File: src/rtl/bfsc_pkg.sv
// Package for the bitmap find-first-set/clear block: payload structs,
// operation and register codes, and the lowest-one encoder.
// No dependencies.
package bfsc_pkg;

   localparam int NBITS_DEFAULT     = 1024;
   localparam int WORD_BITS_DEFAULT = 64;

   localparam int KIND_W   = 3;
   localparam int INDEX_W  = 10;
   localparam int COUNT_W  = 11;
   localparam int CSR_ADDR_W = 3;
   localparam int CSR_DATA_W = 32;

   localparam logic [COUNT_W-1:0] COUNT_RESET = 11'd1024;

   // operation codes
   localparam logic [KIND_W-1:0] KIND_SET       = 3'd0;
   localparam logic [KIND_W-1:0] KIND_CLEAR     = 3'd1;
   localparam logic [KIND_W-1:0] KIND_TEST      = 3'd2;
   localparam logic [KIND_W-1:0] KIND_SET_ALL   = 3'd3;
   localparam logic [KIND_W-1:0] KIND_CLEAR_ALL = 3'd4;

   // register index (paddr word bit)
   localparam logic REG_BIT_COUNT = 1'b0;

   typedef struct packed {
      logic [KIND_W-1:0]  kind;
      logic [INDEX_W-1:0] bit_index;
   } req_type;

   typedef struct packed {
      logic               bit_value;
      logic               found_set;
      logic [INDEX_W-1:0] first_set_index;
      logic               found_clear;
      logic [INDEX_W-1:0] first_clear_index;
      logic               all_set;
      logic               all_clear;
      logic               index_out_of_range;
   } rsp_type;

   typedef struct packed {
      logic               found_set;
      logic [INDEX_W-1:0] first_set_index;
      logic               found_clear;
      logic [INDEX_W-1:0] first_clear_index;
      logic               all_set;
      logic               all_clear;
   } search_type;

   // Lowest set bit of a 64-bit word: pick the lowest nonzero byte, then the
   // lowest bit within it. Returns zero for an all-zero word.
   function automatic logic [5:0] lowest_one64(input logic [63:0] x);
      logic [7:0] grp;
      logic [7:0] sel;
      logic [2:0] g;
      logic [2:0] b;
      for (int i = 0; i < 8; i++) begin
         grp[i] = |x[8*i +: 8];
      end
      g = 3'd0;
      for (int i = 7; i >= 0; i--) begin
         if (grp[i]) begin
            g = 3'(i);
         end
      end
      sel = x[8*g +: 8];
      b = 3'd0;
      for (int i = 7; i >= 0; i--) begin
         if (sel[i]) begin
            b = 3'(i);
         end
      end
      return {g, b};
   endfunction

endpackage

File: src/rtl/bfsc_mem.sv
// Bitmap word store: one write port, one read port, registered read data.
// No dependencies.
module bfsc_mem #(
   parameter int WORD_BITS = 64,
   parameter int DEPTH     = 16,
   localparam int AW       = (DEPTH > 1) ? $clog2(DEPTH) : 1
) (
   input  logic                 clock,
   input  logic                 wr_en,
   input  logic [AW-1:0]        wr_addr,
   input  logic [WORD_BITS-1:0] wr_data,
   input  logic                 rd_en,
   input  logic [AW-1:0]        rd_addr,
   output logic [WORD_BITS-1:0] rd_data
);

   logic [WORD_BITS-1:0] mem [DEPTH];
   logic [WORD_BITS-1:0] rd_data_ff;

   always_ff @(posedge clock) begin
      if (wr_en) begin
         mem[wr_addr] <= wr_data;
      end
   end

   always_ff @(posedge clock) begin
      if (rd_en) begin
         rd_data_ff <= mem[rd_addr];
      end
   end

   assign rd_data = rd_data_ff;

endmodule

File: src/rtl/bfsc_search.sv
// Search stage: encodes the lowest one of each masked word and folds it into
// the running first-set / first-clear / all-set / all-clear result.
// Depends on bfsc_pkg.
module bfsc_search #(
   parameter int WORD_BITS = 64,
   parameter int BASE_W    = 12
) (
   input  logic                    clock,
   input  logic                    reset,
   input  logic                    start,
   input  logic                    word_vld,
   input  logic [WORD_BITS-1:0]    ones,
   input  logic [WORD_BITS-1:0]    zeros,
   input  logic [BASE_W-1:0]       base,
   output bfsc_pkg::search_type    result
);

   bfsc_pkg::search_type acc_ff, acc_in;
   logic [5:0]        lo_set, lo_clear;
   logic [BASE_W-1:0] sum_set, sum_clear;

   assign lo_set    = bfsc_pkg::lowest_one64(64'(ones));
   assign lo_clear  = bfsc_pkg::lowest_one64(64'(zeros));
   assign sum_set   = base + BASE_W'(lo_set);
   assign sum_clear = base + BASE_W'(lo_clear);

   always_comb begin
      acc_in = acc_ff;
      if (start) begin
         acc_in = '0;
         acc_in.all_set   = 1'b1;
         acc_in.all_clear = 1'b1;
      end else if (word_vld) begin
         if (|ones) begin
            acc_in.all_clear = 1'b0;
            if (!acc_ff.found_set) begin
               acc_in.found_set       = 1'b1;
               acc_in.first_set_index = sum_set[bfsc_pkg::INDEX_W-1:0];
            end
         end
         if (|zeros) begin
            acc_in.all_set = 1'b0;
            if (!acc_ff.found_clear) begin
               acc_in.found_clear       = 1'b1;
               acc_in.first_clear_index = sum_clear[bfsc_pkg::INDEX_W-1:0];
            end
         end
      end
   end

   always_ff @(posedge clock) begin
      if (reset) begin
         acc_ff <= '0;
      end else begin
         acc_ff <= acc_in;
      end
   end

   assign result = acc_ff;

endmodule

File: src/rtl/bitmap_find_first_set_clear.sv
// Top level of the bitmap find-first-set/clear block: handshake, register
// port, scan sequencer and read-modify-write of the bitmap words.
// Depends on bfsc_pkg, bfsc_mem and bfsc_search.
//
//   port group | direction | handshake        | beat
//   -----------+-----------+------------------+--------------------------------
//   req_       | in        | req_valid/ready  | kind, bit_index
//   rsp_       | out       | rsp_valid/ready  | bit value, first set/clear, flags
//   APB        | in/out    | psel/penable     | bit_count register at address 0
//
// Every item sweeps all NWORDS words of the store through one read port,
// one word per cycle, and the next request beat is taken only after the
// sweep has passed its result on and the sequencer is idle again. After
// reset a clearing pass writes zero to each word, with req_ready low. A
// request beat may be taken while a response beat still waits; the sweep
// holds its result in the last step until the output register is free.
module bitmap_find_first_set_clear #(
   parameter int NBITS     = bfsc_pkg::NBITS_DEFAULT,
   parameter int WORD_BITS = bfsc_pkg::WORD_BITS_DEFAULT
) (
   input  logic                                clock,
   input  logic                                reset,
   input  logic                                req_valid,
   output logic                                req_ready,
   input  bfsc_pkg::req_type                   req_data,
   output logic                                rsp_valid,
   input  logic                                rsp_ready,
   output bfsc_pkg::rsp_type                   rsp_data,
   input  logic                                psel,
   input  logic                                penable,
   input  logic                                pwrite,
   input  logic [bfsc_pkg::CSR_ADDR_W-1:0]     paddr,
   input  logic [bfsc_pkg::CSR_DATA_W-1:0]     pwdata,
   output logic [bfsc_pkg::CSR_DATA_W-1:0]     prdata,
   output logic                                pready
);

   localparam int NWORDS = (NBITS + WORD_BITS - 1) / WORD_BITS;
   localparam int AW     = (NWORDS > 1) ? $clog2(NWORDS) : 1;
   localparam int SHW    = $clog2(WORD_BITS);
   localparam int BW_A   = $clog2(NBITS + WORD_BITS) + 1;
   localparam int BW_B   = bfsc_pkg::COUNT_W + 1;
   localparam int BASE_W = (BW_A > BW_B) ? BW_A : BW_B;

   localparam logic [2:0] ST_CLEAR = 3'd0;
   localparam logic [2:0] ST_IDLE  = 3'd1;
   localparam logic [2:0] ST_SCAN  = 3'd2;
   localparam logic [2:0] ST_DRAIN = 3'd3;
   localparam logic [2:0] ST_DONE  = 3'd4;

   localparam logic [WORD_BITS-1:0] FULL = {WORD_BITS{1'b1}};

   // ------------------------------------------------------------------
   // Register port
   // ------------------------------------------------------------------
   logic [bfsc_pkg::COUNT_W-1:0] bit_count_ff;
   logic                         csr_wr;
   logic                         csr_sel;

   assign pready  = 1'b1;
   assign csr_sel = (paddr[bfsc_pkg::CSR_ADDR_W-1] == bfsc_pkg::REG_BIT_COUNT);
   assign csr_wr  = psel & penable & pwrite & pready;
   assign prdata  = csr_sel
                  ? {(bfsc_pkg::CSR_DATA_W - bfsc_pkg::COUNT_W)'(0), bit_count_ff}
                  : '0;

   always_ff @(posedge clock) begin
      if (reset) begin
         bit_count_ff <= bfsc_pkg::COUNT_RESET;
      end else if (csr_wr && csr_sel) begin
         bit_count_ff <= pwdata[bfsc_pkg::COUNT_W-1:0];
      end
   end

   // ------------------------------------------------------------------
   // Sequencer
   // ------------------------------------------------------------------
   logic [2:0]              state_ff, state_in;
   logic [AW-1:0]           scan_idx_ff, scan_idx_in;
   logic [BASE_W-1:0]       base_ff, base_in;
   logic                    req_fire, rsp_load, last_word;
   logic                    s1_vld_ff, s2_vld_ff;

   // captured item
   logic [bfsc_pkg::KIND_W-1:0] kind_ff;
   logic [BASE_W-1:0]           idx_ff;
   logic [BASE_W-1:0]           used_ff;
   logic                        in_range_ff;
   logic                        bv_ff;

   logic [BASE_W-1:0]       count_ext, used_now, idx_now;

   assign count_ext = BASE_W'(bit_count_ff);
   assign used_now  = (count_ext > BASE_W'(NBITS)) ? BASE_W'(NBITS) : count_ext;
   assign idx_now   = BASE_W'(req_data.bit_index);

   assign req_ready = (state_ff == ST_IDLE);
   assign req_fire  = req_valid & req_ready;
   assign last_word = (scan_idx_ff == AW'(NWORDS - 1));
   assign rsp_load  = (state_ff == ST_DONE) && (!rsp_valid || rsp_ready);

   always_comb begin
      state_in    = state_ff;
      scan_idx_in = scan_idx_ff;
      base_in     = base_ff;
      case (state_ff)
         ST_CLEAR: begin
            if (last_word) begin
               state_in    = ST_IDLE;
               scan_idx_in = '0;
            end else begin
               scan_idx_in = scan_idx_ff + AW'(1);
            end
         end
         ST_IDLE: begin
            if (req_fire) begin
               state_in    = ST_SCAN;
               scan_idx_in = '0;
               base_in     = '0;
            end
         end
         ST_SCAN: begin
            if (last_word) begin
               state_in = ST_DRAIN;
            end else begin
               scan_idx_in = scan_idx_ff + AW'(1);
               base_in     = base_ff + BASE_W'(WORD_BITS);
            end
         end
         ST_DRAIN: begin
            // advance once the last word leaves the search stage
            if (s2_vld_ff && !s1_vld_ff) begin
               state_in = ST_DONE;
            end
         end
         ST_DONE: begin
            if (rsp_load) begin
               state_in = ST_IDLE;
            end
         end
         default: begin
            state_in = ST_IDLE;
         end
      endcase
   end

   always_ff @(posedge clock) begin
      if (reset) begin
         state_ff    <= ST_CLEAR;
         scan_idx_ff <= '0;
         base_ff     <= '0;
      end else begin
         state_ff    <= state_in;
         scan_idx_ff <= scan_idx_in;
         base_ff     <= base_in;
      end
   end

   always_ff @(posedge clock) begin
      if (req_fire) begin
         kind_ff     <= req_data.kind;
         idx_ff      <= idx_now;
         used_ff     <= used_now;
         in_range_ff <= (idx_now < used_now);
      end
   end

   // ------------------------------------------------------------------
   // Issue: address the word and work out its tail mask and bit hit
   // ------------------------------------------------------------------
   logic                 issue;
   logic [BASE_W-1:0]    rem, off_diff;
   logic [WORD_BITS-1:0] mask_issue;
   logic                 hit_issue;

   assign issue    = (state_ff == ST_SCAN);
   assign rem      = used_ff - base_ff;
   assign off_diff = idx_ff - base_ff;
   assign hit_issue = (idx_ff >= base_ff) && (idx_ff < base_ff + BASE_W'(WORD_BITS));

   always_comb begin
      if (base_ff >= used_ff) begin
         mask_issue = '0;
      end else if (rem >= BASE_W'(WORD_BITS)) begin
         mask_issue = FULL;
      end else begin
         mask_issue = ~(FULL << rem[SHW-1:0]);
      end
   end

   logic [AW-1:0]        s1_addr_ff;
   logic [BASE_W-1:0]    s1_base_ff;
   logic                 s1_hit_ff;
   logic [SHW-1:0]       s1_off_ff;
   logic [WORD_BITS-1:0] s1_mask_ff;

   always_ff @(posedge clock) begin
      s1_addr_ff <= scan_idx_ff;
      s1_base_ff <= base_ff;
      s1_hit_ff  <= hit_issue;
      s1_off_ff  <= off_diff[SHW-1:0];
      s1_mask_ff <= mask_issue;
   end

   // ------------------------------------------------------------------
   // Word store
   // ------------------------------------------------------------------
   logic                 mem_wr_en;
   logic [AW-1:0]        mem_wr_addr;
   logic [WORD_BITS-1:0] mem_wr_data, rd_word, new_word;

   bfsc_mem #(
      .WORD_BITS (WORD_BITS),
      .DEPTH     (NWORDS)
   ) u_mem (
      .clock   (clock),
      .wr_en   (mem_wr_en),
      .wr_addr (mem_wr_addr),
      .wr_data (mem_wr_data),
      .rd_en   (issue),
      .rd_addr (scan_idx_ff),
      .rd_data (rd_word)
   );

   // ------------------------------------------------------------------
   // Modify and write back. Each sweep touches every word once, and the
   // next item's first read comes after this item's last write lands.
   // ------------------------------------------------------------------
   always_comb begin
      new_word = rd_word;
      case (kind_ff)
         bfsc_pkg::KIND_SET_ALL: begin
            new_word = FULL;
         end
         bfsc_pkg::KIND_CLEAR_ALL: begin
            new_word = '0;
         end
         bfsc_pkg::KIND_SET: begin
            if (in_range_ff && s1_hit_ff) begin
               new_word = rd_word | (WORD_BITS'(1) << s1_off_ff);
            end
         end
         bfsc_pkg::KIND_CLEAR: begin
            if (in_range_ff && s1_hit_ff) begin
               new_word = rd_word & ~(WORD_BITS'(1) << s1_off_ff);
            end
         end
         default: begin
            new_word = rd_word;
         end
      endcase
   end

   always_comb begin
      if (state_ff == ST_CLEAR) begin
         mem_wr_en   = 1'b1;
         mem_wr_addr = scan_idx_ff;
         mem_wr_data = '0;
      end else begin
         mem_wr_en   = s1_vld_ff;
         mem_wr_addr = s1_addr_ff;
         mem_wr_data = new_word;
      end
   end

   logic [WORD_BITS-1:0] s2_ones_ff, s2_zeros_ff;
   logic [BASE_W-1:0]    s2_base_ff;

   always_ff @(posedge clock) begin
      s2_ones_ff  <= new_word & s1_mask_ff;
      s2_zeros_ff <= ~new_word & s1_mask_ff;
      s2_base_ff  <= s1_base_ff;
   end

   always_ff @(posedge clock) begin
      if (reset) begin
         s1_vld_ff <= 1'b0;
         s2_vld_ff <= 1'b0;
         bv_ff     <= 1'b0;
      end else begin
         s1_vld_ff <= issue;
         s2_vld_ff <= s1_vld_ff;
         if (req_fire) begin
            bv_ff <= 1'b0;
         end else if (s1_vld_ff && s1_hit_ff && in_range_ff) begin
            // addressed bit as it stands after the operation
            bv_ff <= new_word[s1_off_ff];
         end
      end
   end

   // ------------------------------------------------------------------
   // Search and response
   // ------------------------------------------------------------------
   bfsc_pkg::search_type srch;
   bfsc_pkg::rsp_type    rsp_ff;
   logic                 rsp_valid_ff;
   logic                 is_all;

   bfsc_search #(
      .WORD_BITS (WORD_BITS),
      .BASE_W    (BASE_W)
   ) u_search (
      .clock    (clock),
      .reset    (reset),
      .start    (req_fire),
      .word_vld (s2_vld_ff),
      .ones     (s2_ones_ff),
      .zeros    (s2_zeros_ff),
      .base     (s2_base_ff),
      .result   (srch)
   );

   assign is_all = (kind_ff == bfsc_pkg::KIND_SET_ALL) ||
                   (kind_ff == bfsc_pkg::KIND_CLEAR_ALL);

   always_ff @(posedge clock) begin
      if (rsp_load) begin
         rsp_ff.bit_value          <= bv_ff;
         rsp_ff.found_set          <= srch.found_set;
         rsp_ff.first_set_index    <= srch.first_set_index;
         rsp_ff.found_clear        <= srch.found_clear;
         rsp_ff.first_clear_index  <= srch.first_clear_index;
         rsp_ff.all_set            <= srch.all_set;
         rsp_ff.all_clear          <= srch.all_clear;
         rsp_ff.index_out_of_range <= !is_all && !in_range_ff;
      end
   end

   always_ff @(posedge clock) begin
      if (reset) begin
         rsp_valid_ff <= 1'b0;
      end else if (rsp_load) begin
         rsp_valid_ff <= 1'b1;
      end else if (rsp_ready) begin
         rsp_valid_ff <= 1'b0;
      end
   end

   assign rsp_valid = rsp_valid_ff;
   assign rsp_data  = rsp_ff;

endmodule

File: config.mk
export PLATFORM = sky130hd
export DESIGN_NAME = bitmap_find_first_set_clear
export DESIGN_NICKNAME = d
export VERILOG_FILES = /design/src/rtl/bfsc_pkg.sv /design/src/rtl/bfsc_mem.sv /design/src/rtl/bfsc_search.sv /design/src/rtl/bitmap_find_first_set_clear.sv
export SDC_FILE = /design/constraint.sdc
export NUM_CORES = 2
export LEC_CHECK = 0
export ABC_AREA = 1
export BUFFER_PORTS_ARGS = -buffer_cell sky130_fd_sc_hd__buf_2
export CELL_PAD_IN_SITES_DETAIL_PLACEMENT = 1
export CELL_PAD_IN_SITES_GLOBAL_PLACEMENT = 1
export CORE_AREA = 4 4 383 385
export DETAILED_ROUTE_END_ITERATION = 7
export DIE_AREA = 0 0 387 389
export PLACE_DENSITY = 0.71
export SYNTH_ARGS = -nofsm -noshare
export SYNTH_HDL_FRONTEND = slang
export SYNTH_SLANG_ARGS = --single-unit
File: constraint.sdc
create_clock -name clock -period 4.9 [get_ports clock]
set_input_delay 0.98 -clock clock [delete_from_list [all_inputs] [get_ports clock]]
set_output_delay 0.98 -clock clock [all_outputs]
set_load 0.02 [all_outputs]
==> results.yml <==
sta:
  grt_setup_unrepaired: "false"
  setup-tns-final_ns: 0
  finalHoldViolCount: 0
  hold_ws_ns: 0.3255
  finalSetupViolations: 0
  tightest_slew_ns: 1.365
  min_period_over_period: 0.8210
  skew_ns: 0.02489
  fin_ws_ns: 0.8770
  period_minus_slack_ns: 4.023
  fmax_mhz: 248.6
  maxSlewViolCount: 0
  slew_headroom: 0.08665
yosys:
  synth_area_mm2: 0.05693
  synth_compound_area_frac: 0.1227
  synthArstFlopShare: 0
  synth_top_cell_by_area: "edfxtp_1"
  synth_top_area_share: 0.6008
  synth.distinct_cells: 54
  synth.area.mux_share: 0
  syn_inst: 5090
  yosys.area_share.simple: 0.1274
  yosysWarningCount: 0
  yosys-top-cells-area: "edfxtp_1, dfxtp_1, nor2_1"
  synthAdderAreaFrac: 0.006154
  synth-edff-count: 1139
  synth_ff_type: "edfxtp_1"
  avgSynthCellArea_um2: 11.18
  synth_xor_area_frac: 0.001538
  synth_top_family_by_area: "simple AND/OR/NAND/NOR gates"
  ys_ff_latch: 1402
  ys_seq_area_frac: 0.6933
cts:
  cts_buffers: 146
  cts_max_path_buffers: 3
  htreeDepth: 4
  insertion_delay_ns: 0.79
  post_cts_resize_count: 0
  clkTransAtPathRegs_ns: 0.06
  cts_setup_buffers: 0
  cts_root_buffer: "clkbuf_16"
  cts_tree: "done"
  postCtsHoldBufs: 0
  clock_sinks: 1402
layout:
  drive_gt1_frac: 0.09373
  synthToLayoutAreaGrowth_pct: 13.19
  fin_nets: 5191
  fin_cells: 7133
  num-fill-cells: 15194
  final_area_mm2: 0.06444
  postLayoutCoreUtil: 0.4502
grt:
  grt_pass1_vias: 41506
  antenna_found_initial: 6
  grt_max_degree: 213
  grt_usage: 0.2356
  grt_pass1_wl_um: 269200
  overflow: 0
critical_path:
  critPathCaptureType: "flip-flop"
  start_kind: "flip-flop"
  reg2reg_depth: 18
  critPathKind: "flip-flop to flip-flop"
  arrival_ns: 4.75
  cp.required_ns: 5.62
  cp_max_fo: 29
power_and_ir_drop:
  design_power_total_mw: 31.98
  powerDensity_mw_per_mm2: 496.3
  peakVddDrop_v: 0.0003396
  p_leak_nw: 22.92
die:
  dieArea_mm2: 0.1505
  die_height_um: 389
  ioPinCount: 116
  core_area_mm2: 0.1431
  rows: 139
  die_x_um: 387
  floorplan.initialDensity: 0.3977
drt:
  wl_um: 181500
  wl_per_cell_um: 25.45
  ant_nets: 0
  drt-initial-drc-count: 3837
  dr.pass1.iters: 7
  routed-via-count: 40553
  post-route-drc-count: 0
  routed_via_density: 5.685
placement:
  post-place-ws_ns: 0.9301
  dpl_cell_area_mm2: 0.05959
  dp_cells: 6863
  dpl.hpwl_um: 109600
  gp_congestion: 0.9295
  port_buffers: 70
min_path:
  hp-class: "flip-flop to flip-flop"
  hold_path_depth: 0
run:
  max_cap_violations: 0
run_status:
  status: "completed"
report_power, final:
part           internal (mW)  switching (mW)  total [mW]  leakage (nW)
combinational           1.46            4.40        5.86          7.83
clock                   6.44            4.80        11.2          2.36
sequential              14.5           0.431        14.9          12.7
kinds of logic (layout without fill, tap and decap cells):
family / after synthesis / count (layout)
simple gates: 1754 / 1754
flops: 1402 / 1402
compound gates: 1201 / 1201
buf+inv: 693 / 807
fa+ha+maj: 28 / 28
xor+xnor: 10 / 10
other cells: 2 / 28
synth_stat cells, types with 21 or more instances:
library cell,instances
o21ai_1,55
nand2_1,488
dfxtp_1,263
nor2_1,916
inv_1,356
o211ai_1,40
ha_1,28
o221ai_1,101
clkbuf_1,240
o21ai_0,652
buf_4,26
buf_2,28
edfxtp_1,1139
a21oi_1,96
o22ai_1,172
nor3_1,21
o21bai_1,22
nand3_1,252
per-layer routing:
layer | vias to the layer above | GRT usage | routed length [µm]
met5 | - | 0 | 0
met4 | 0 | 0.08667 | 6481
met3 | 350 | 0.03427 | 11280
met2 | 1461 | 0.3899 | 87540
met1 | 20761 | 0.3168 | 76210
li1 | 17981 | - | -
critical path, stage by stage, from the launching register on:
cell	delay, ns
dfxtp_1	0.44
inv_1	0.12
ha_1	0.36
o21ai_0	0.17
inv_1	0.07
o21ai_0	0.15
nand2_1	0.10
a21oi_1	0.14
o21ai_0	0.10
xor2_1	0.16
nand3_2	0.37
nor2_1	0.10
inv_2	0.29
nand2_1	0.09
inv_1	0.71
nand2_1	0.15
inv_2	0.20
o21ai_0	0.13
inv_1	0.09
placed cells by master (no fill, tap or decap), drive strengths merged, types with 26 or more instances in the layout:
cell type and count:
ha 28, edfxtp 1139, nand2 506, inv 382, buf 160, o21ai 715, a21oi 96, o221ai 101
clkinv 60, dfxtp 263, nor2 935, o22ai 172, clkbuf 187, nand3 253, o211ai 40, conb 26
layout make-up:
cell class / instances / area (µm²) / area share
inverter: 379 / 1440 / 0.02235
clock buffer: 187 / 3935 / 0.06106
antenna: 2 / 5.005 / 0.00007767
sequential: 1402 / 39480 / 0.6126
timing repair buffer: 160 / 1351 / 0.02097
multi-input combinational: 3019 / 14940 / 0.2318
tap: 1903 / 2381 / 0.03695
clock inverter: 81 / 912.1 / 0.01415
flip-flops by register name (all words and copies together) (netlist names), 3 cells and up:
signal,flops
s1_mask_ff,64
s2_ones_ff,64
bit_count_ff,11
used_ff,11
kind_ff,3
s1_off_ff,6
base_ff,6
u_mem.rd_data,64
s2_base_ff,4
u_mem.mem,1024
scan_idx_ff,4
s1_addr_ff,4
s2_zeros_ff,64
s1_base_ff,4
idx_ff,10
rsp_data,26
u_search.result,24
state_ff,3
worst paths after layout:
path | start | endpoint | slack [ns]
worst max-delay path | base_ff[6]$_SDFFE_PP0P_ | s1_mask_ff[61]$_SDFF_PP0_ | 0.88
worst min-delay path | s1_base_ff[8]$_DFF_P_ | s2_base_ff[8]$_DFF_P_ | 0.33
worst max register to register | base_ff[6]$_SDFFE_PP0P_ | s1_mask_ff[61]$_SDFF_PP0_ | 0.88
worst min register to register | s1_base_ff[8]$_DFF_P_ | s2_base_ff[8]$_DFF_P_ | 0.33
Note: power is estimated with default switching activity, not from simulation.
